## src/rtl/pse_pkg.sv

```systemverilog
// shared types, constants and codes of the polyline stroke expander
// no dependencies; imported by every module of the block
package pse_pkg;

    // coordinate and fraction widths
    localparam int COORD_W   = 32;
    localparam int FRAC_DEF  = 16;
    localparam int HW_W      = 31;

    // configuration port
    localparam int CFG_AW    = 5;
    localparam int CFG_DW    = 32;

    // shared multiplier and iterative unit
    localparam int MUL_W     = COORD_W + 1;
    localparam int PROD_W    = 2 * MUL_W;
    localparam int ITER_W    = 64;
    localparam int CNT_W     = 5;

    typedef struct packed {
        logic signed [COORD_W-1:0] point_x;
        logic signed [COORD_W-1:0] point_y;
        logic                      last_point;
    } t_in_item;

    typedef struct packed {
        logic signed [COORD_W-1:0] vertex_x;
        logic signed [COORD_W-1:0] vertex_y;
        logic                      last_vertex;
    } t_out_item;

    typedef struct packed {
        logic [COORD_W-1:0] mat_a;
        logic [COORD_W-1:0] mat_b;
        logic [COORD_W-1:0] mat_c;
        logic [COORD_W-1:0] mat_d;
        logic [COORD_W-1:0] shift_x;
        logic [COORD_W-1:0] shift_y;
        logic [HW_W-1:0]    half_width;
        logic               closed_loop;
    } t_cfg;

    typedef enum logic [2:0] {
        REG_MAT_A, REG_MAT_B, REG_MAT_C, REG_MAT_D,
        REG_SHIFT_X, REG_SHIFT_Y, REG_HALF_WIDTH, REG_CLOSED_LOOP
    } t_reg_idx;

    typedef enum logic {
        OP_SQRT, OP_DIV
    } t_iter_op;

    typedef struct packed {
        logic     start;
        t_iter_op op;
    } t_iter_ctl;

    typedef enum logic [4:0] {
        S_IDLE, S_XF0, S_XF1, S_XF2, S_XF3, S_XF4,
        S_DIFF, S_NORM, S_SQ0, S_SQ1, S_SQ2, S_SQRT,
        S_MULHW, S_DIVST, S_DIV, S_OFS, S_EMIT
    } t_state;

    typedef enum logic [1:0] {
        PH_MAIN, PH_CLOSE, PH_CAP
    } t_phase;

endpackage

```

## src/rtl/pse_mul.sv

```systemverilog
// shared signed multiplier with registered product
// depends on pse_pkg
module pse_mul (
    input  logic                             i_clk,
    input  logic signed [pse_pkg::MUL_W-1:0] i_op_a,
    input  logic signed [pse_pkg::MUL_W-1:0] i_op_b,
    output logic signed [pse_pkg::PROD_W-1:0] o_prod
);
    import pse_pkg::*;

    logic signed [PROD_W-1:0] r_prod;

    // one product per cycle
    always_ff @(posedge i_clk) begin
        r_prod <= i_op_a * i_op_b;
    end

    assign o_prod = r_prod;

endmodule

```

## config.mk

```make
export PLATFORM = sky130hd
export DESIGN_NAME = pse_mul
export DESIGN_NICKNAME = d
export VERILOG_FILES = /design/src/rtl/pse_pkg.sv /design/src/rtl/pse_mul.sv
export SDC_FILE = /design/constraint.sdc
export NUM_CORES = 2
export LEC_CHECK = 0
export CAP_MARGIN = 5
export CORE_ASPECT_RATIO = 1.5
export CORE_MARGIN = 8
export CORE_UTILIZATION = 30
export DETAILED_ROUTE_END_ITERATION = 6
export DONT_BUFFER_PORTS = 1
export MAX_ROUTING_LAYER = met4
export PLACE_DENSITY = 0.41
export SLEW_MARGIN = 10
export SYNTH_ARGS = -nofsm -noshare
export SYNTH_HDL_FRONTEND = slang
export SYNTH_SLANG_ARGS = --single-unit
```

## constraint.sdc

```tcl
create_clock -name i_clk -period 12.52 [get_ports i_clk]
set_input_delay 2.504 -clock i_clk [delete_from_list [all_inputs] [get_ports i_clk]]
set_output_delay 2.504 -clock i_clk [all_outputs]
set_load 0.005 [all_outputs]
```

# Word-level counts from Yosys, hierarchy flattened
# Cells that the tools add are included.
[op_classes] n_lt_le_gt_ge=0 div=0 mul=1 shifts=0 eq_ne=0 n_addsub=0 n_reduce_logical=0 mux=0 n_bitwise=0
[op_table] operator="multiplier 33 x 33 -> 66 bit" n=1
[word_totals] register_bits=66 ram_bits=0 latchBits=0 n_memories=0 mem_bits_ro=0 elab_cells=2

# Depth between registers and ports, before layout
[depth] word_depth=1 depth_mapped=27 depth_no_buf=26

# Worst setup path before layout
# OpenSTA, ideal clock, no wires.
[synth_path] path_kind="input to register" from="input port i_op_a[32] (netlist name)" to="register r_prod[62], in the netlist o_prod[62]" arrival_ns=9.661 path_stages=23 path_slack_ns=2.780 setup_ns=0.079 required_time_ns=12.441 n_path_buf=2 cell_sequence="clkbuf_1 -> nand2_1 -> inv_1 -> fa_1 -> fa_1 -> fa_1 -> fa_1 -> fa_1 -> fa_1 -> fa_1 -> inv_1 -> fa_1 -> inv_1 -> ha_1 -> clkbuf_1 -> and3_1 -> nand3_1 -> nand2b_1 -> a2111oi_4 -> a211oi_4 -> a21o_2 -> a21o_1 -> a211oi_2"
[synth_via] elab_chain_len=1
[synth_rtl] element="from (decl)" line_no="pse_mul.sv:5" source="input logic signed [pse_pkg::MUL_W-1:0] i_op_a,"
[synth_rtl] element="multiplier 33 x 33 -> 66 bit" line_no="pse_mul.sv:15" source="r_prod <= i_op_a * i_op_b;"
[synth_rtl] element="to (signal assigned)" line_no="pse_mul.sv:15"
[synth_rtl] element="to (decl)" line_no="pse_mul.sv:11" source="logic signed [PROD_W-1:0] r_prod;"
# Every way passes these cells.

# Final worst setup path
[layout_path] from="input port i_op_b[0] (netlist name)" to="register r_prod[63], in the netlist o_prod[63]"
[layout_via] elab_chain_len=1
[layout_rtl] element="from (decl)" line_no="pse_mul.sv:6" source="input logic signed [pse_pkg::MUL_W-1:0] i_op_b,"
[layout_rtl] element="multiplier 33 x 33 -> 66 bit" line_no="pse_mul.sv:15"
# Every way passes these cells.

==> results.sh <==
export IMPL_dpl_cell_count=5872
export IMPL_globalRouteTotalUtil_pct=19.7
export IMPL_rows=165
export IMPL_muxShareOfSynthArea_pct=0
export IMPL_synth_seq_cells=66
export IMPL_synth_cell_types=80
export IMPL_cts_root_buf="clkbuf_16"
export IMPL_largest_reg_flops=66
export IMPL_wl_microns=139000
export IMPL_dr_pass1_iters=5
export IMPL_drc_errors=0
export IMPL_cp_top_family="adder cells"
export IMPL_synth_warnings=0
export IMPL_syn_instance_count=4338
export IMPL_status="complete, no violations"
export IMPL_min_to="o_prod[0]"
export IMPL_grt_pass1_vias=32400
export IMPL_area_delta_synth_final_pct=4.12
export IMPL_crit_path_start_kind="input pin"
export IMPL_viasPerCell=4.74
export IMPL_fmax_mhz=101
export IMPL_min_path_type="in -> reg"
export IMPL_drive_gt1_share_pct=1.33
export IMPL_drt_initial_drc_count=1102
export IMPL_hold_violations=0
export IMPL_yosysSeqAreaShare_pct=3.24
export IMPL_setup_violations=0
export IMPL_drtAntennaViolNets=0
export IMPL_portBuffers=0
export IMPL_die_w_microns=317
export IMPL_cpPeakStageDelay_ns=1.29
export IMPL_finalNonFillerCells=5894
export IMPL_hpwl_microns=114000
export IMPL_worstPathMaxFanout=33
export IMPL_tightestPinTransition_ns=1.11
export IMPL_maxSlewViolCount=0
export IMPL_synth_edf_count=0
export IMPL_ys_async_sr_fraction_pct=0
export IMPL_coreArea_sq_um=135000
export IMPL_cp_arrival_ns=10.25
export IMPL_fin_crit_sh_pct=79.4
export IMPL_final_min_clock_period_ns=9.94
export IMPL_wl_per_cell_microns=23.7
export IMPL_clk_pin_slew_ns=0.07
export IMPL_hp_start="i_op_a[0]"
export IMPL_cp_end_kind="register"
export IMPL_cts_repair_resized=0
export IMPL_slew_headroom_pct=25.5
export IMPL_worst_setup_path_type="in -> reg"
export IMPL_grt_ovfl_total=0
export IMPL_cts_path_max_buffers=2
export IMPL_syn_mean_instance_area_sq_um=9.39
export IMPL_synth_top_family_by_area="adder cells"
export IMPL_postLayoutCoreUtil_pct=31.5
export IMPL_critical_path_cell_count=20
export IMPL_synthAdderAreaFrac_pct=62.9
export IMPL_gp_congestion=0.838
export IMPL_setup_tns_ns=0
export IMPL_ys_flop_type="dfxtp_1"
export IMPL_hold_depth=1
export IMPL_required_ns=12.82
export IMPL_cp_slowest_cell="fa_1"
export IMPL_cts_max_level=3
export IMPL_start_util_pct=30.2
export IMPL_synth_compound_area_share_pct=4.07
export IMPL_cts_sinks=66
export IMPL_numCtsBuffers=9
export IMPL_maxCapViolCount=0
export IMPL_cts_setup_buffers=0
export IMPL_antenna_found_initial=5
export IMPL_dieArea_sq_um=148000
export IMPL_synthXorXnorAreaFrac_pct=1.46
export IMPL_rsz0062_at_grt="false"
export IMPL_num_vias=28000
export IMPL_nNetsFinal=5559
export IMPL_grt_max_degree=34
export IMPL_synth_simple_area_share_pct=15.8
export IMPL_io_pins=133
export IMPL_tritoncts="done"
export IMPL_cts_hold_buf=0
export IMPL_die_y_microns=467
export IMPL_crit_buf_inv=3
export IMPL_worstPathCellList="nand2_1, inv_1, fa_1, fa_1, fa_1, fa_1, fa_1, fa_1, fa_1, inv_1, fa_1, inv_1, ha_1, and2_1, and3_1, nand4_1, nor4_1, a21oi_4, or3b_1, nand3_1"
export IMPL_crit_path_frequent_cell="fa_1"
export IMPL_synthesis_area_sq_um=40700
export IMPL_syn_nets=5767
export IMPL_grt_pass1_wl_microns=207000
-- per-layer routing --
metal  part of all wire, %  global-route usage, %
met1                    31                   17.9
met2                    59                   39.3
met3                   3.5                   2.38
met5                     0                      -
met4                   6.5                   10.1
-- worst max-delay path by stage --
stage	startpoint	end	slack [ns]
2_1_floorplan	i_op_a[32]	o_prod[62]	2.78
3_3_place_gp	i_op_a[32]	o_prod[63]	2.16
3_5_place_dp	i_op_a[32]	o_prod[59]	2.20
4_1_cts	i_op_a[32]	o_prod[63]	2.58
5_1_grt	i_op_b[0]	o_prod[63]	2.16
6_report	i_op_b[0]	o_prod[63]	2.58
-- stage by stage --
| step | setup WS, ns | instance area (sq um) | hold WS, ns |
|---|---|---|---|
| 6_report | 2.58 | 42400 | 2.27 |
| 2_1_floorplan | 2.78 | 40700 | 2.63 |
| 4_1_cts | 2.58 | 42400 | 2.24 |
| 5_1_grt | 2.16 | 42400 | 2.26 |
| 3_3_place_gp | 2.16 | 42100 | 2.64 |
| 3_5_place_dp | 2.20 | 42100 | 2.64 |
-- cells in the final DEF (no fill, tap or decap), types with 3 or more instances in the layout --
master,n
a211o_1,6
a211oi_1,7
a211oi_2,3
a21o_1,36
a21oi_1,57
a21oi_2,3
a31oi_1,8
and2_1,562
and3_1,5
and4_1,5
clkbuf_16,9
dfxtp_1,66
diode_2,6
fa_1,1145
ha_1,217
inv_1,1130
inv_6,4
nand2_1,551
nand2b_1,12
nand3_1,25
nand4_1,11
nor2_1,68
nor2b_1,5
nor3_1,7
o211ai_1,4
o21a_1,6
o21ai_0,25
o21ai_1,6
o21bai_1,11
o31ai_4,3
or2_2,3
or3_1,3
xnor2_1,43
xor2_1,25
-- cells in the mapped netlist, types with 4 or more instances --
library cell,count,area share [%]
nand2b_1,12,0.18
xor2_1,25,0.54
fa_1,1145,56
o21ai_1,6,0.074
o21ai_0,25,0.31
nand4_1,11,0.17
nor2b_1,5,0.077
a21o_1,36,0.66
buf_2,11,0.14
o21a_1,6,0.11
dfxtp_1,66,3.2
and4_1,5,0.11
ha_1,217,6.7
a211o_1,6,0.13
nand2_1,551,5.1
inv_1,1131,10
a31oi_1,8,0.12
nor2_1,68,0.63
nand3_1,25,0.31
o211ai_1,4,0.074
xnor2_1,43,0.92
o21bai_1,11,0.20
and2_1,562,8.6
a211oi_1,7,0.13
a21oi_1,57,0.70
and3_1,5,0.077
nor3_1,7,0.086
clkbuf_1,208,1.9
-- layout make-up --
class,instances,area (sq um)
fillers,14400,92400
multi-input cells,2920,34300
inverters,1131,4250
well taps,1753,2190
flip-flops and latches,66,1320
clock buffers,9,225
clock inverters,7,81.3
repair buffers,2,15.0
diodes,6,15.0
-- cell families after synthesis --
kind of cell,count (synthesis)
adders and majority gates,1362
buffers and inverters,1352
and+or+nand+nor,1271
AOI/OAI and AO/OA,219
xor gates and xnor gates,68
DFF,66
Power is not shown: default switching activity piles up to over one toggle a cycle in this logic, so the estimate is an artifact.
