<file path="config.mk">
export PLATFORM = sky130hd
export DESIGN_NAME = pse_cfg
export DESIGN_NICKNAME = d
export VERILOG_FILES = /design/src/rtl/pse_pkg.sv /design/src/rtl/pse_cfg.sv
export SDC_FILE = /design/constraint.sdc
export NUM_CORES = 1
export LEC_CHECK = 0
export BUFFER_PORTS_ARGS = -buffer_cell sky130_fd_sc_hd__buf_2
export CAP_MARGIN = 20
export CORE_MARGIN = 5
export CORE_UTILIZATION = 51
export CTS_CLUSTER_SIZE = 30
export DETAILED_ROUTE_END_ITERATION = 7
export PLACE_DENSITY_LB_ADDON = 0.05
export SYNTH_ARGS = -nofsm -noshare
export SYNTH_HDL_FRONTEND = slang
export SYNTH_SLANG_ARGS = --single-unit
</file>
<file path="constraint.sdc">
create_clock -name i_clk -period 1.7 [get_ports i_clk]
set_clock_uncertainty 0.15 [all_clocks]
set_input_delay 0.17 -clock i_clk [delete_from_list [all_inputs] [get_ports i_clk]]
set_output_delay 0.17 -clock i_clk [all_outputs]
set_load 0.02 [all_outputs]
</file>
<file path="src/rtl/pse_pkg.sv">
// shared types, constants and codes of the polyline stroke expander
// no dependencies; imported by every module of the block
package pse_pkg;

    // coordinate and fraction widths
    localparam int COORD_W   = 32;
    localparam int FRAC_DEF  = 16;
    localparam int HW_W      = 31;

    // configuration port
    localparam int CFG_AW    = 5;
    localparam int CFG_DW    = 32;

    // shared multiplier and iterative unit
    localparam int MUL_W     = COORD_W + 1;
    localparam int PROD_W    = 2 * MUL_W;
    localparam int ITER_W    = 64;
    localparam int CNT_W     = 5;

    typedef struct packed {
        logic signed [COORD_W-1:0] point_x;
        logic signed [COORD_W-1:0] point_y;
        logic                      last_point;
    } t_in_item;

    typedef struct packed {
        logic signed [COORD_W-1:0] vertex_x;
        logic signed [COORD_W-1:0] vertex_y;
        logic                      last_vertex;
    } t_out_item;

    typedef struct packed {
        logic [COORD_W-1:0] mat_a;
        logic [COORD_W-1:0] mat_b;
        logic [COORD_W-1:0] mat_c;
        logic [COORD_W-1:0] mat_d;
        logic [COORD_W-1:0] shift_x;
        logic [COORD_W-1:0] shift_y;
        logic [HW_W-1:0]    half_width;
        logic               closed_loop;
    } t_cfg;

    typedef enum logic [2:0] {
        REG_MAT_A, REG_MAT_B, REG_MAT_C, REG_MAT_D,
        REG_SHIFT_X, REG_SHIFT_Y, REG_HALF_WIDTH, REG_CLOSED_LOOP
    } t_reg_idx;

    typedef enum logic {
        OP_SQRT, OP_DIV
    } t_iter_op;

    typedef struct packed {
        logic     start;
        t_iter_op op;
    } t_iter_ctl;

    typedef enum logic [4:0] {
        S_IDLE, S_XF0, S_XF1, S_XF2, S_XF3, S_XF4,
        S_DIFF, S_NORM, S_SQ0, S_SQ1, S_SQ2, S_SQRT,
        S_MULHW, S_DIVST, S_DIV, S_OFS, S_EMIT
    } t_state;

    typedef enum logic [1:0] {
        PH_MAIN, PH_CLOSE, PH_CAP
    } t_phase;

endpackage

</file>
<file path="src/rtl/pse_cfg.sv">
// configuration register file behind the apb-style port
// depends on pse_pkg
module pse_cfg #(
    parameter int FRAC_BITS = pse_pkg::FRAC_DEF
) (
    input  logic                       i_clk,
    input  logic                       i_rst_n,
    input  logic                       psel,
    input  logic                       penable,
    input  logic                       pwrite,
    input  logic [pse_pkg::CFG_AW-1:0] paddr,
    input  logic [pse_pkg::CFG_DW-1:0] pwdata,
    output logic [pse_pkg::CFG_DW-1:0] prdata,
    output logic                       pready,
    output pse_pkg::t_cfg              o_cfg
);
    import pse_pkg::*;

    localparam logic [COORD_W-1:0] ONE = COORD_W'(1) << FRAC_BITS;

    t_cfg     r_cfg;
    t_reg_idx w_idx;
    logic     w_wr;

    assign w_idx  = t_reg_idx'(paddr[4:2]);
    assign w_wr   = psel && penable && pwrite;
    assign pready = 1'b1;
    assign o_cfg  = r_cfg;

    // register writes
    always_ff @(posedge i_clk) begin
        if (!i_rst_n) begin
            r_cfg.mat_a       <= ONE;
            r_cfg.mat_b       <= '0;
            r_cfg.mat_c       <= '0;
            r_cfg.mat_d       <= ONE;
            r_cfg.shift_x     <= '0;
            r_cfg.shift_y     <= '0;
            r_cfg.half_width  <= ONE[HW_W-1:0];
            r_cfg.closed_loop <= 1'b0;
        end else if (w_wr) begin
            case (w_idx)
                REG_MAT_A:       r_cfg.mat_a       <= pwdata[COORD_W-1:0];
                REG_MAT_B:       r_cfg.mat_b       <= pwdata[COORD_W-1:0];
                REG_MAT_C:       r_cfg.mat_c       <= pwdata[COORD_W-1:0];
                REG_MAT_D:       r_cfg.mat_d       <= pwdata[COORD_W-1:0];
                REG_SHIFT_X:     r_cfg.shift_x     <= pwdata[COORD_W-1:0];
                REG_SHIFT_Y:     r_cfg.shift_y     <= pwdata[COORD_W-1:0];
                REG_HALF_WIDTH:  r_cfg.half_width  <= pwdata[HW_W-1:0];
                REG_CLOSED_LOOP: r_cfg.closed_loop <= pwdata[0];
                default: ;
            endcase
        end
    end

    // read mux
    always_comb begin
        case (w_idx)
            REG_MAT_A:       prdata = r_cfg.mat_a;
            REG_MAT_B:       prdata = r_cfg.mat_b;
            REG_MAT_C:       prdata = r_cfg.mat_c;
            REG_MAT_D:       prdata = r_cfg.mat_d;
            REG_SHIFT_X:     prdata = r_cfg.shift_x;
            REG_SHIFT_Y:     prdata = r_cfg.shift_y;
            REG_HALF_WIDTH:  prdata = {1'b0, r_cfg.half_width};
            REG_CLOSED_LOOP: prdata = {31'b0, r_cfg.closed_loop};
            default:         prdata = '0;
        endcase
    end

endmodule

</file>
; After elaboration in Yosys (flattened, before gate mapping)
; Cells that the tools add are included.
[op_classes]
addsub = 0
mul = 0
n_div = 0
n_lt_le_gt_ge = 0
n_eq_ne = 7
shift = 0
muxes = 1
bitwise = 0
n_reduce_logical = 11
[ops]
columns = operator, n
row1 = $pmux 32 s8, 1
row2 = $reduce_and 2->1, 8
row3 = $eq 3x3->1 const B, 4
row4 = $eq 3x2->1 const B, 2
row5 = $eq 3x1->1 const B, 1
row6 = $logic_not 3->1, 1
row7 = $logic_and 1x1->1, 2
[word_totals]
regBits = 224
latchBits = 0
ramBits = 0
romBits = 0
in_bits = 42
out_inout_bits = 257
elab_cells = 27
n_memories = 0

; Depth between registers and ports, before layout
[depth]
depth_word = 3
depth_mapped = 7
depth_no_buf = 4

; Worst setup path before layout
; OpenSTA, ideal clock, no wires.
[synth_timing]
path_kind = in2out
from = input paddr[3] (netlist bit)
to = output prdata[8] (netlist bit)
arrival_time_ps = 1304
t_required_ps = 1380
slack_ps = 76
path_stages = 6
n_path_buf = 2
cell_sequence = buf_6 -> buf_8 -> nand2b_1 -> nor2_1 -> a211o_1 -> a31oi_1
[synth_via]
elab_chain_len = 2
elab_cells_between_ends = 9
cone_classes = eq/ne: 7 / mux: 1 / reduce/logical: 1
[synth_lines]
columns = element, line_no
row1 = start: declaration, pse_cfg.sv:11  ; input logic [pse_pkg::CFG_AW-1:0] paddr,
row2 = $eq 3x3->1 (tied with other cells), pse_cfg.sv:58  ; case (w_idx)
row3 = $pmux 32 s8 *, pse_cfg.sv:58
row4 = end: declaration, pse_cfg.sv:13  ; output logic [pse_pkg::CFG_DW-1:0] prdata,
; Mark *: on every way between the ends. The rest lies on a longest branch, timed or not.

; Final worst setup path
[layout_timing]
from = register r_cfg (netlist bit o_cfg[7])
to = output prdata[6] (netlist bit)
[layout_via]
elab_chain_len = 1
[layout_lines]
columns = element, line_no
row1 = start: declaration, pse_cfg.sv:21  ; t_cfg r_cfg;
row2 = $pmux 32 s8, pse_cfg.sv:58
; No other way between the ends.

==> results list <==
- The run finished, with violations left.
* Violations in the final reports: negative setup slack
- Of the total power, combinational logic draws 0.095.
* Setup slack at placement: -0.0178 ns
- Flip-flop count of the largest register after layout: between 200 and 250
* Worst reg2reg path depth: 4
- Counting flops and latches in the post-synthesis netlist gives roughly 220.
- Port Buffers: ~300
- The first global-routing pass estimated just under 50000 um of wire.
* Overflow left after global routing: 0
* Clock sink count: around 220
- For this run, the number of Yosys warnings is 0.
- Counting both buffers and inverters, the worst setup path holds a total of 1.
- The worst hold path passes through 4 cells.
* Max capacitance violation total: 0
- Data arrival time of the critical path: 1.61 ns
- Number of design rule violations left after detail routing: 0
* Register clock-pin slew on the reported worst setup and hold paths: about 0.060 ns
- All-layer global routing usage: 0.279
* Share of async-settable or async-resettable flops after synthesis: 0
- Setup Crit Path Kind: flip-flop to output pin
* Final hold viol count: 0
- In this design, the stage delay of the slowest critical-path cell is around 0.47 ns.
* Largest fanout of any net on the critical path: 3
- Cell row count: 49
- In this run, the number of DRC markers left after iteration 0 of detailed routing was just over 400.
- The routed layout has roughly 9200 vias.
* Critical Path Source Type: flip-flop
- Yosys top cell area share: 0.481
- Cell area after synthesis: between 0.009 and 0.01 mm2
- Post-synth EDFFs: 0
- Vias per Instance: about 5.6
- The critical path crosses 4 cells after its start point.
* Most common flop cell mapped by yosys: sky130_fd_sc_hd__dfxtp_1
- Counting distinct cell types in the post-synthesis netlist gives between 40 and 50.
- Area contributors post-synth: sky130_fd_sc_hd__dfxtp_1 (48%), sky130_fd_sc_hd__nand3_1 (12%), sky130_fd_sc_hd__o21ai_0 (7.8%)
* TNS Setup: -4.69 ns
- IR analysis of the VDD net gives a maximum drop of just over 0.8 mV.
* TritonCTS clock tree: done
- Walking the worst path, the cells encountered are mux4_2 > nor2_2 > a21oi_2 > buf_6.
- The number of clock buffers added by TritonCTS is 23.
* Antenna-violating nets left: 0
- Areal power density over the cells: 868 mW/mm2
- The number of max-slew violations in the final report was 0.
- For this configuration, the core starts out at a cell density of 0.519.
- Die Y-Extent: around 150 um
* Number of failing setup endpoints in the final timing report: 31
- CTS placed an instance of sky130_fd_sc_hd__clkbuf_16 at the clock tree root.
- Net Switching: ~2.7 mW
- In this run the number of H-tree levels came out at 1.
- Static timing analysis puts the maximum clock frequency at 0.519 GHz.
- In this run the mean area of a mapped cell was approximately 8.9 um2.
* Data required time at the worst endpoint: about 1.4 ns
* Detail Placement HPWL: roughly 21000 um
* Slowest library cell on the worst path: sky130_fd_sc_hd__mux4_2
- The routed design has 30700 um of wire.
- Relative to the synthesized area, the layout overhead comes to 39.1%.
* Largest buffer count on any clock path: 3
- In this run the standard cell core region covers 0.0180 mm2.
* Final layout net count: approximately 1400
- Core Util, Final: 0.721
- Number of standard cells after synthesis: 1043
* Endpoint class of the critical path: output pin
- Setup repair after global routing could not meet its margin everywhere.
- The number of antenna violations at the first check in global routing was 0.
- Minimum clock period: 1.93 ns
- Leading post-synthesis cells by instance count: sky130_fd_sc_hd__nand3_1 (229), sky130_fd_sc_hd__dfxtp_1 (224), sky130_fd_sc_hd__o21ai_0 (145), sky130_fd_sc_hd__o21ai_1 (72), sky130_fd_sc_hd__nor2_1 (56)
- Before antenna repair, the detailed router went through 5 iterations.
- The number of placed instances, taps included, is between 1500 and 2000.
- Most frequently used cell type in the post-synthesis netlist: sky130_fd_sc_hd__nand3_1
- Finished Layout Cells: about 1600
* Maximum number of pins on one net before global-route repair: 47
- Lkg Pwr: 5.83 nW
- Dominant delay contributor by cell family on the critical path: multiplexers
- Die area: around 0.021 mm2
* Global placer's final weighted congestion: 0.865
- The floorplan step set the die width to around 150 um.
* Period Utilization, post-route: 1.13
- Internal power of the cells: approximately 8.6 mW
- In the final layout, the share of cells above drive strength 1 is 0.420.
- After layout, the design draws a total of 11.2 mW.
- Of the total power, the share spent switching nets is 0.238.
- Routed length per placed instance: between 15 and 20 um
- The clock reaches the later pin of the worst-skew pair after slightly below 0.5 ns.
- The min-delay analysis places its worst path in the category input pin to flip-flop.
- The repair_antennas step left the layout with diodes totalling 0.
- For this design the top-level I/O count stands at ~300.
- Number of global-route vias before repair: 8915
* Fill cells: approximately 1400
- Counting every net in the synthesized netlist gives ~1100.
* Share of power burned in registers: 0.473
- Seq/Total Area, Yosys: 0.481
- Cell type with the largest total area after synthesis: sky130_fd_sc_hd__dfxtp_1
- The share of total power dissipated in the clock network is 0.432.
- Across all setup checks in the final design, the least slack found is -0.228 ns.
-- layer usage --
metal	vias up	GRT usage	wire (um)
met5	-	0	0
met3	53	0.0683	2370
li1	4478	-	-
met2	318	0.461	14500
met4	0	0.0802	840
met1	4355	0.365	13000
-- what timing repair did --
item	4_1_cts	5_1_grt
pin swaps	24	20
endpoints found under the hold margin	223	0
resized for setup	103	58
buffers inserted	38	5
hold buffers	33	0
endpoints found under the setup margin	32	32
cloned	0	0
-- cell families (layout without fill, tap and decap cells) --
logic type      after synthesis  count (layout)  synth area share
flops                       224             224             0.481
simple gates                351             351             0.183
buf+inv                     106             482            0.0666
compound gates              299             299             0.173
other cells                   1               1          0.000403
mux                          62              62            0.0950
-- stage by stage --
stage                     cell area (um2)  hold slack, ns
after CTS                           12800          0.0819
after detailed placement            11300           0.298
after global placement              11300           0.296
final                               13000          0.0910
after global routing                13000          0.0922
after floorplan                      9320           0.145
-- final timing paths --
check                                        startpoint                      end  slack [ns]
worst min-delay path                           paddr[3]    o_cfg[0]$_SDFFE_PN0P_        0.09
worst max-delay path              o_cfg[7]$_SDFFE_PN0P_                prdata[6]       -0.23
worst min register to register   o_cfg[11]$_SDFFE_PN0P_   o_cfg[11]$_SDFFE_PN0P_        0.32
worst max register to register  o_cfg[122]$_SDFFE_PN0P_  o_cfg[122]$_SDFFE_PN0P_        0.73
-- cell usage in the layout, fill, tap and decap left out, types with 2 or more instances in the layout --
master / instances
sky130_fd_sc_hd__o21ai_0: 144
sky130_fd_sc_hd__a21oi_1: 42
sky130_fd_sc_hd__inv_1: 3
sky130_fd_sc_hd__clkinv_2: 2
sky130_fd_sc_hd__a31oi_1: 3
sky130_fd_sc_hd__dfxtp_1: 132
sky130_fd_sc_hd__o211ai_1: 6
sky130_fd_sc_hd__a32oi_1: 3
sky130_fd_sc_hd__o22a_1: 3
sky130_fd_sc_hd__nand2b_1: 5
sky130_fd_sc_hd__nand3_1: 229
sky130_fd_sc_hd__nor2_1: 47
sky130_fd_sc_hd__nand2_1: 40
sky130_fd_sc_hd__buf_4: 114
sky130_fd_sc_hd__a21o_1: 2
sky130_fd_sc_hd__dfxtp_2: 92
sky130_fd_sc_hd__o21ai_2: 7
sky130_fd_sc_hd__o21ai_1: 72
sky130_fd_sc_hd__buf_2: 260
sky130_fd_sc_hd__nand2_4: 4
sky130_fd_sc_hd__mux2i_1: 39
sky130_fd_sc_hd__buf_6: 11
sky130_fd_sc_hd__buf_12: 22
sky130_fd_sc_hd__nor2b_1: 3
sky130_fd_sc_hd__a21oi_2: 6
sky130_fd_sc_hd__clkbuf_8: 5
sky130_fd_sc_hd__o221a_2: 4
sky130_fd_sc_hd__nand2_2: 4
sky130_fd_sc_hd__a211o_1: 3
sky130_fd_sc_hd__nor2_2: 9
sky130_fd_sc_hd__clkbuf_1: 5
sky130_fd_sc_hd__clkbuf_16: 23
sky130_fd_sc_hd__mux4_2: 20
sky130_fd_sc_hd__dlygate4sd3_1: 33
-- cell type report --
cell class / instances / area, um2 / share of cell area
multi-input cells: 713 / 4290 / 0.331
clock buffers: 33 / 663 / 0.0512
inverters: 4 / 15.0 / 0.00116
clock inverters: 5 / 56.3 / 0.00434
well taps: 229 / 287 / 0.0221
flip-flops and latches: 224 / 4600 / 0.355
repair buffers: 440 / 3050 / 0.235
-- power groups by stage --
stage | clock, mW | sequential (mW) | combinational [mW]
2_1_floorplan | 0 | 5.48 | 0.518
4_1_cts | 4.93 | 5.32 | 1.04
5_1_grt | 5.18 | 5.32 | 1.14
6_report | 4.86 | 5.32 | 1.07
3_5_place_dp | 0 | 5.43 | 0.935
3_3_place_gp | 0 | 5.43 | 0.932
-- worst register-to-register path, delay by kind of cell (launching register included) --
kind,cells,cell delay (ns)
AOI/OAI and AO/OA,1,0.08
buffers and inverters,2,0.25
DFF,1,0.33
and+or+nand+nor,1,0.05
Power figures use the tool's default switching activity.
