==> config.mk <==
export PLATFORM = sky130hd
export DESIGN_NAME = pse_iter
export DESIGN_NICKNAME = d
export VERILOG_FILES = /design/src/rtl/pse_pkg.sv /design/src/rtl/pse_iter.sv
export SDC_FILE = /design/constraint.sdc
export NUM_CORES = 1
export LEC_CHECK = 0
export BUFFER_PORTS_ARGS = -buffer_cell sky130_fd_sc_hd__buf_2
export CORE_UTILIZATION = 43
export CTS_BUF_LIST = sky130_fd_sc_hd__clkbuf_8
export CTS_CLUSTER_DIAMETER = 50
export DETAILED_ROUTE_END_ITERATION = 10
export SYNTH_ARGS = -nofsm -noshare
export SYNTH_HDL_FRONTEND = slang
export SYNTH_SLANG_ARGS = --single-unit
==> constraint.sdc <==
create_clock -name i_clk -period 17.7 [get_ports i_clk]
set_input_delay 5.31 -clock i_clk [delete_from_list [all_inputs] [get_ports i_clk]]
set_output_delay 5.31 -clock i_clk [all_outputs]
set_load 0.02 [all_outputs]
==> src/rtl/pse_pkg.sv <==
// shared types, constants and codes of the polyline stroke expander
// no dependencies; imported by every module of the block
package pse_pkg;

    // coordinate and fraction widths
    localparam int COORD_W   = 32;
    localparam int FRAC_DEF  = 16;
    localparam int HW_W      = 31;

    // configuration port
    localparam int CFG_AW    = 5;
    localparam int CFG_DW    = 32;

    // shared multiplier and iterative unit
    localparam int MUL_W     = COORD_W + 1;
    localparam int PROD_W    = 2 * MUL_W;
    localparam int ITER_W    = 64;
    localparam int CNT_W     = 5;

    typedef struct packed {
        logic signed [COORD_W-1:0] point_x;
        logic signed [COORD_W-1:0] point_y;
        logic                      last_point;
    } t_in_item;

    typedef struct packed {
        logic signed [COORD_W-1:0] vertex_x;
        logic signed [COORD_W-1:0] vertex_y;
        logic                      last_vertex;
    } t_out_item;

    typedef struct packed {
        logic [COORD_W-1:0] mat_a;
        logic [COORD_W-1:0] mat_b;
        logic [COORD_W-1:0] mat_c;
        logic [COORD_W-1:0] mat_d;
        logic [COORD_W-1:0] shift_x;
        logic [COORD_W-1:0] shift_y;
        logic [HW_W-1:0]    half_width;
        logic               closed_loop;
    } t_cfg;

    typedef enum logic [2:0] {
        REG_MAT_A, REG_MAT_B, REG_MAT_C, REG_MAT_D,
        REG_SHIFT_X, REG_SHIFT_Y, REG_HALF_WIDTH, REG_CLOSED_LOOP
    } t_reg_idx;

    typedef enum logic {
        OP_SQRT, OP_DIV
    } t_iter_op;

    typedef struct packed {
        logic     start;
        t_iter_op op;
    } t_iter_ctl;

    typedef enum logic [4:0] {
        S_IDLE, S_XF0, S_XF1, S_XF2, S_XF3, S_XF4,
        S_DIFF, S_NORM, S_SQ0, S_SQ1, S_SQ2, S_SQRT,
        S_MULHW, S_DIVST, S_DIV, S_OFS, S_EMIT
    } t_state;

    typedef enum logic [1:0] {
        PH_MAIN, PH_CLOSE, PH_CAP
    } t_phase;

endpackage

==> src/rtl/pse_iter.sv <==
// bit-serial unit: integer square root and restoring division
// depends on pse_pkg; one compare and subtract per cycle
module pse_iter (
    input  logic                       i_clk,
    input  logic                       i_rst_n,
    input  pse_pkg::t_iter_ctl         i_ctl,
    input  logic [pse_pkg::ITER_W-1:0] i_num,
    input  logic [pse_pkg::HW_W-1:0]   i_den,
    output logic [pse_pkg::HW_W-1:0]   o_result,
    output logic                       o_done
);
    import pse_pkg::*;

    localparam logic [ITER_W-1:0] SQRT_BIT0 = ITER_W'(1) << (ITER_W - 2);

    logic              r_busy, r_done;
    t_iter_op          r_op;
    logic [CNT_W-1:0]  r_cnt;
    logic [ITER_W-1:0] r_rem, r_root, r_bit;
    logic [HW_W-1:0]   r_q;
    logic [ITER_W-1:0] w_try;
    logic              w_ge;

    // shared trial value and compare
    assign w_try = (r_op == OP_SQRT) ? r_root + r_bit : r_bit;
    assign w_ge  = r_rem >= w_try;

    // control
    always_ff @(posedge i_clk) begin
        if (!i_rst_n) begin
            r_busy <= 1'b0;
            r_done <= 1'b0;
        end else begin
            r_done <= 1'b0;
            if (i_ctl.start) begin
                r_busy <= 1'b1;
            end else if (r_busy && r_cnt == '0) begin
                r_busy <= 1'b0;
                r_done <= 1'b1;
            end
        end
    end

    // datapath
    always_ff @(posedge i_clk) begin
        if (i_ctl.start) begin
            r_op  <= i_ctl.op;
            r_rem <= i_num;
            r_root <= '0;
            r_q   <= '0;
            if (i_ctl.op == OP_SQRT) begin
                r_bit <= SQRT_BIT0;
                r_cnt <= CNT_W'(ITER_W / 2 - 1);
            end else begin
                r_bit <= {3'b0, i_den, 30'b0};
                r_cnt <= CNT_W'(HW_W - 1);
            end
        end else if (r_busy) begin
            r_cnt <= r_cnt - 1'b1;
            if (w_ge) begin
                r_rem <= r_rem - w_try;
            end
            if (r_op == OP_SQRT) begin
                r_root <= w_ge ? (r_root >> 1) + r_bit : r_root >> 1;
                r_bit  <= r_bit >> 2;
            end else begin
                r_q   <= {r_q[HW_W-2:0], w_ge};
                r_bit <= r_bit >> 1;
            end
        end
    end

    assign o_result = (r_op == OP_SQRT) ? r_root[HW_W-1:0] : r_q;
    assign o_done   = r_done;

endmodule

-- Yosys cells after proc, flatten, opt, wreduce, memory -nomap -nowiden
Cells that the tools add are included.
- input bits: 99
- output and inout port bits: 32
- register bits: 231
- logic and storage cells: 40
- reduce and logical (&&, ||, !) cells: 9
- add/sub/neg operators: 4
- order comparisons: 1
- bitwise logic cells: 2
- muxes and demuxes: 16
- operator list (cell ; count):
    two-way mux 64 bit ; 7
    two-way mux 63 bit ; 2
    adder 63 x 64 -> 64 bit ; 1
    adder 64 bit ; 1
    greater-or-equal comparator 64 bit ; 1
    subtractor 64 bit ; 1
    two-way mux 31 bit ; 1
    two-way mux 5 bit ; 2
    AND reduction 2 bit ; 3
    nonzero test 2 bit ; 3
    zero test 5 bit ; 1
    subtractor 5 x 1 -> 5 bit (second input constant) ; 1
    two-way mux 1 bit ; 4
    NOT 1 bit ; 2
    OR reduction 2 bit ; 1
    logical AND 1 bit ; 1

-- Logic depth before layout (Yosys ltp)
Gate-level depths: netlist of run 1.
- depth in word-level cells: 6
- gate-level depth with buffers: 26
- depth with buffers taken out: 23

-- Worst setup path after synthesis of run 1
No wires, ideal clock.
- path type: input port to flip-flop
- from: input port i_ctl[1] in the netlist's numbering
- to: register r_rem[0] (enable)
- setup slack: 9.831 ns
- library setup time: 0.423 ns
- stages: 5
- path buffers: 3
- arrival time: 7.446 ns
- data required time: 17.277 ns
- cell sequence: clkbuf_1 > clkbuf_1 > inv_1 > clkbuf_1 > nand2_1
- longest elaborated chain between the ends: 2
- elaborated cells on any way between the ends: 3
- those cells by class: reduce/logical (3)
- RTL lines (item ; line ; RTL):
    start, declared ; pse_iter.sv:6 ; input pse_pkg::t_iter_ctl i_ctl,
    nonzero test 2 bit (no source line) ; - ;
    AND reduction 2 bit (no source line) * ; - ;
    end signal, assigned ; pse_iter.sv:48 ; r_rem <= i_num;
    end signal, assigned ; pse_iter.sv:61 ; r_rem <= r_rem - w_try;
    end, declared ; pse_iter.sv:19 ; logic [ITER_W-1:0] r_rem, r_root, r_bit;
Mark *: on every way between the ends. The rest lies on a longest branch, timed or not.
A chain may end at the register's enable or synchronous reset.

-- Worst setup path after layout of run 1
- from: register r_op
- to: output port o_result[17] in the netlist's numbering
- longest elaborated chain between the ends: 1
- RTL lines (item ; line ; RTL):
    start, declared ; pse_iter.sv:17 ; t_iter_op r_op;
    start signal, assigned ; pse_iter.sv:47 ; r_op <= i_ctl.op;
    two-way mux 31 bit ; pse_iter.sv:73 ; assign o_result = (r_op == OP_SQRT) ? r_root[HW_W-1:0] : r_q;
    end, declared ; pse_iter.sv:9 ; output logic [pse_pkg::HW_W-1:0] o_result,
Every way passes these cells.

==> results.yml, run 1 <==
global_routing:
  grt_use_total: 0.257
  antenna_found_initial: 1
  overflow: 0
  grt_pass1_vias: 20000
  grt_first_pass_wirelength_microns: 109000
  grt_max_degree: 107
yosys:
  ys_warn_count: 0
  syn-instance-count: 2801
  synthFlopType: "edfxtp_1"
  synth_cell_types: 93
  syn_area_per_cell_sq_um: 7.91
  syn_nets: 3094
  seq_area_frac_synth: 0.268
  ys_seq_elements: 230
  synth_enable_flop_cells: 133
  async_flop_share: 0
  syn_area_sq_mm: 0.0222
clock_network:
  cts_tree: "built"
  clk_pin_slew_ps: 50
  ctsRootBufferMaster: "clkbuf_8"
  holdBufCountCts: 0
  clock_sinks: 230
  worstSkewPairLatency_ps: 650
  cts.repair.resized: 0
  htreeDepth: 2
  cts_made_buffers: 48
  clk_path_buf_depth: 3
  post_cts_buffers: 0
critical_path:
  critPathTopFamily: "buffers and inverters"
  critPathCaptureType: "output port"
  cp_data_required_time_ps: 12390
  crit_chain: "buf_12, mux2_2, buf_2"
  critical_path_class: "reg2out"
  cpPeakStageDelay_ps: 440
  critPathLaunchType: "flip-flop"
  cp_slowest_cell: "mux2_2"
  cp_max_fo: 106
  arrival_ps: 2180
  path_buf_inv: 2
sta:
  worst_slew_pin_slew_ps: 1080
  final.setup.tns_ps: 0
  slew_violations: 0
  rsz0062_at_grt: "false"
  relSlewSlack: 0.278
  hold_violations: 0
  finClkSkew_ps: 25.6
  finalCritPeriodShare: 0.423
  setup_violations: 0
  fin_crit_ps: 7490
  fmax_mhz: 133
detailed_routing:
  dr.pass1.iters: 5
  route.detailed.drc: 0
  avgViaCountPerCell: 6.07
  vias: 21400
  drtIter0Drc: 1832
  post_drt_wl_per_cell_microns: 19.5
  drt-total-wl_microns: 69100
  antenna_left: 0
cells_and_area:
  finalInstanceArea_sq_mm: 0.0241
  area_delta_synth_final_pct: 8.60
  nets: 3122
  drive_gt1_frac: 0.104
  utilization: 0.477
  fillCellCount: 5039
die:
  core_sq_mm: 0.0505
  die-area_sq_mm: 0.0524
  die_h_microns: 229
  num_rows: 82
  io-pin-count: 131
  start_util: 0.439
  die_w_microns: 229
power_and_ir_drop:
  p_leak_uw: 0.0103
  power_density_mw_per_mm2: 138
  ir_drop_v: 0.0000644
worst_hold_path:
  hold_class: "reg2reg"
place:
  portBuffers: 130
  place_area_sq_mm: 0.0231
  place_congestion: 0.985
  hpwl_microns: 52700
job:
  drv_cap: 0
outcome:
  status: "finished, final reports clean"
## state kept, by name, summed over array words and instances, names as in the netlist
name	cells
o_done	1
r_rem	64
r_cnt	5
r_bit	63
r_root	64
r_busy	1
r_q	31
r_op	1
## placed cells by master, fill, tap and decap left out, types with 43 or more instances in the layout
cell type  instances
buf_2            129
dfxtp_1           97
xnor2_1           97
nor2_1           202
ha_1             191
inv_1             77
a21o_1           109
a21oi_1          341
nand4_1           60
clkbuf_8          53
o21ai_0          232
nand2_1          382
edfxtp_1         133
xor2_1            62
nand3_1           43
mux2i_1           76
## cells by family (layout without fill, tap and decap cells)
| group | after synthesis | in the layout | share of synthesized area |
|---|---|---|---|
| AOI/OAI and AO/OA | 1020 | 1020 | 0.291 |
| and+or+nand+nor | 853 | 853 | 0.173 |
| buffers and inverters | 233 | 294 | 0.0418 |
| DFF | 230 | 230 | 0.268 |
| adders and majority gates | 194 | 194 | 0.111 |
| xor gates and xnor gates | 159 | 159 | 0.0628 |
| muxes | 112 | 112 | 0.0528 |
| other | 0 | 1 | 0 |
## per-layer routing
metal  vias to the layer above  part of all wire  track usage
met2                       784              0.41        0.374
met1                     10100              0.49        0.387
met5                         -                 0            0
met3                       115             0.066       0.0350
li1                      10500                 -            -
met4                         0             0.029       0.0813
## cell usage after synthesis, types with 16 or more instances
cell / count / area share
o21ai_0: 232 / 0.052
nor3_1: 41 / 0.0093
nand3_1: 43 / 0.0097
edfxtp_1: 133 / 0.18
ha_1: 191 / 0.11
a311oi_1: 19 / 0.0075
inv_1: 65 / 0.011
mux2i_1: 76 / 0.034
clkbuf_1: 114 / 0.019
buf_1: 19 / 0.0032
mux2_2: 35 / 0.018
nand4_1: 60 / 0.017
buf_2: 26 / 0.0059
o211ai_1: 27 / 0.0091
xor2_1: 62 / 0.025
nor2_1: 202 / 0.034
nand2_1: 383 / 0.065
a21oi_1: 341 / 0.077
a211oi_1: 37 / 0.013
a31oi_1: 41 / 0.012
o21a_1: 25 / 0.0085
nand2b_1: 21 / 0.0059
dfxtp_1: 97 / 0.088
and3_1: 24 / 0.0068
and2_1: 16 / 0.0045
a21o_1: 109 / 0.037
xnor2_1: 97 / 0.038
o21bai_1: 40 / 0.014
## worst reg2reg max path, delay by kind of cell, from the launching register on
| kind | cells | cell delay [ps] |
|---|---|---|
| DFF | 1 | 480 |
| and+or+nand+nor | 6 | 1990 |
| AOI/OAI and AO/OA | 12 | 2790 |
| buffers and inverters | 3 | 790 |
| adders and majority gates | 2 | 760 |
| xor gates and xnor gates | 1 | 180 |
## area by class of cell
type / instances / area, sq um / share of cell area
multi-input cells: 2338 / 15300 / 0.636
repair buffers: 144 / 777 / 0.0323
diodes: 1 / 2.50 / 0.000104
inverters: 67 / 251 / 0.0105
clock inverters: 31 / 235 / 0.00978
well taps: 672 / 841 / 0.0349
flip-flops and latches: 230 / 5940 / 0.247
clock buffers: 52 / 716 / 0.0297
## power by group
| part | total [uW] | switching, uW | internal [uW] |
|---|---|---|---|
| logic | 1920 | 1200 | 719 |
| clock network | 582 | 267 | 315 |
| registers | 826 | 104 | 722 |
| total | 3330 | 1570 | 1760 |
## path summary, 6_finish.rpt
check / start / end / slack [ps] / cells past startpoint
worst max register to register: r_bit[32] / r_root[51] / 10630 / 24
worst min register to register: r_q[30] / r_q[30] / 460 / 2
worst min-delay path: r_q[30] / r_q[30] / 460 / 2
worst max-delay path: r_op / o_result[17] / 10210 / 3
## metrics by stage
stage	worst slack (ps)	instances	total power, uW	hold slack [ps]
3_5_place_dp	10120	3451	2710	453
5_1_grt	10100	3535	3590	480
2_1_floorplan	9830	2801	2260	433
6_report	10210	3535	3330	456
4_1_cts	10180	3534	3310	461
3_3_place_gp	10150	3451	2690	442
No activity file was read; power rests on OpenSTA's default activity.
==> run 2, diff against run 1 <==
Clock period 17.7 ns to 6.78 ns, I/O delays scaled along.
==> results.yml, run 2 (same netlist as run 1, synthesis figures left out) <==
clock_network:
  cts_tree: "built"
  ctsRootBufferMaster: "clkbuf_8"
  clk_pin_slew_ps: 60
  clk_path_buf_depth: 3
  worstSkewPairLatency_ps: 680
  cts.repair.resized: 0
  post_cts_buffers: 0
  cts_made_buffers: 52
  clock_sinks: 230
  htreeDepth: 2
  holdBufCountCts: 0
cells_and_area:
  drive_gt1_frac: 0.112
  reg_top3: "r_rem: 64 flops, r_root: 64 flops, r_bit: 63 flops"
  nets: 3138
  layout_common_cells: "nand2_1, a21oi_1, o21ai_0, nor2_1, ha_1"
  utilization: 0.483
  area_delta_synth_final_pct: 10.1
  final_cells: 3559
  layout_commonest_cell: "nand2_1"
global_routing:
  grt_pass1_vias: 19800
  grt_max_degree: 122
  antenna_found_initial: 1
  overflow: 0
  grt_first_pass_wirelength_microns: 111000
  grt_use_total: 0.266
die:
  start_util: 0.439
  io-pin-count: 131
  core_sq_mm: 0.0505
  die_w_microns: 229
  num_rows: 82
  die_h_microns: 229
  die-area_sq_mm: 0.0524
sta:
  fmax_mhz: 161
  finalCritPeriodShare: 0.915
  worst_slew_pin_slew_ps: 1100
  fin_crit_ps: 6200
  rsz0062_at_grt: "false"
  final.setup.tns_ps: 0
  finClkSkew_ps: 52.4
  hold_violations: 0
  relSlewSlack: 0.268
  fin_ws_ps: 578
  setup_violations: 0
  slew_violations: 0
detailed_routing:
  antenna_left: 0
  vias: 21400
  post_drt_wl_per_cell_microns: 20.2
  dr_wl_met3_microns: 4740
  wl_met2_microns: 28900
  avgViaCountPerCell: 6.02
  met1_length_microns: 36400
  top_layer_used: "met4"
  route.detailed.drc: 0
  dr.pass1.iters: 6
  drt-total-wl_microns: 71800
  drtIter0Drc: 1910
place:
  pre_cts_ws_ps: 598
  hpwl_microns: 55500
  portBuffers: 130
  place_congestion: 0.936
  place_inst: 3463
critical_path:
  cpMostUsedCell: "a21oi_1"
  cp_max_fo: 9
  cp_slowest_cell: "a2111oi_0"
  arrival_ps: 6780
  critPathLaunchType: "flip-flop"
  critPathTopFamily: "compound AO/OA/AOI/OAI gates"
  cp_data_required_time_ps: 7360
  regToRegSetupSlack_ps: 580
  crit_chain: "ha_1, a21oi_1, a21oi_1, a2111oi_0, o211ai_1, a21oi_1, o21bai_1, a21oi_1, o21ai_0, xor2_1, mux2i_1, ha_1, nand2_1, o21bai_1, a21oi_1, o21bai_1, a21oi_1, a22oi_4, inv_2, nor3_1, or4b_1, o21ai_1"
  cpPeakStageDelay_ps: 560
  path_buf_inv: 1
  critical_path_class: "reg2reg"
  critPathCaptureType: "flip-flop"
power_and_ir_drop:
  ir_drop_v: 0.000223
  power_density_mw_per_mm2: 370
  p_leak_uw: 0.0105
job:
  drv_cap: 0
outcome:
  status: "finished, final reports clean"
worst_hold_path:
  hold_class: "reg2reg"
==> run 2: report_power, final <==
part	switching, uW	total [uW]	internal, uW	leakage (uW)
sequential	270	2150	1880	0.00216
combinational	3170	5090	1920	0.00769
clock	741	1780	1040	0.000622
total	4180	9030	4840	0.0105
==> run 2: per-layer routing <==
metal	GRT usage	up-vias
met5	0	-
met3	0.0316	119
li1	-	10500
met4	0.0788	0
met2	0.376	730
met1	0.416	10100
==> run 2: path summary, 6_finish.rpt <==
kind                            startpoint          to  cells after the start
worst max-delay path             r_bit[32]  r_root[51]                     22
worst min-delay path               r_q[30]     r_q[30]                      2
worst max register to register   r_bit[32]  r_root[51]                     22
worst min register to register     r_q[30]     r_q[30]                      2
==> run 2: area by class of cell <==
type | instances | area, sq um
fillers | 5014 | 26100
multi-input cells | 2338 | 15300
flip-flops and latches | 230 | 5940
repair buffers | 156 | 892
well taps | 672 | 841
clock buffers | 59 | 812
clock inverters | 36 | 355
inverters | 67 | 251
diodes | 1 | 2.50
==> run 2: worst reg2reg max path: stages, from the launching register on <==
cell	delay, ps
edfxtp_1	540
ha_1	470
a21oi_1	270
a21oi_1	160
a2111oi_0	560
o211ai_1	160
a21oi_1	300
o21bai_1	180
a21oi_1	280
o21ai_0	140
xor2_1	160
mux2i_1	350
ha_1	310
nand2_1	150
o21bai_1	240
a21oi_1	130
o21bai_1	220
a21oi_1	140
a22oi_4	340
inv_2	100
nor3_1	360
or4b_1	460
o21ai_1	80
==> run 2: metrics by stage <==
| stage | area, sq um | hold slack (ps) | power (uW) |
|---|---|---|---|
| after detailed placement | 23200 | 455 | 7160 |
| final | 24400 | 458 | 9030 |
| after global placement | 23200 | 438 | 7170 |
| after CTS | 24400 | 463 | 8990 |
| after global routing | 24400 | 484 | 9680 |
| after floorplan | 22200 | 433 | 5890 |
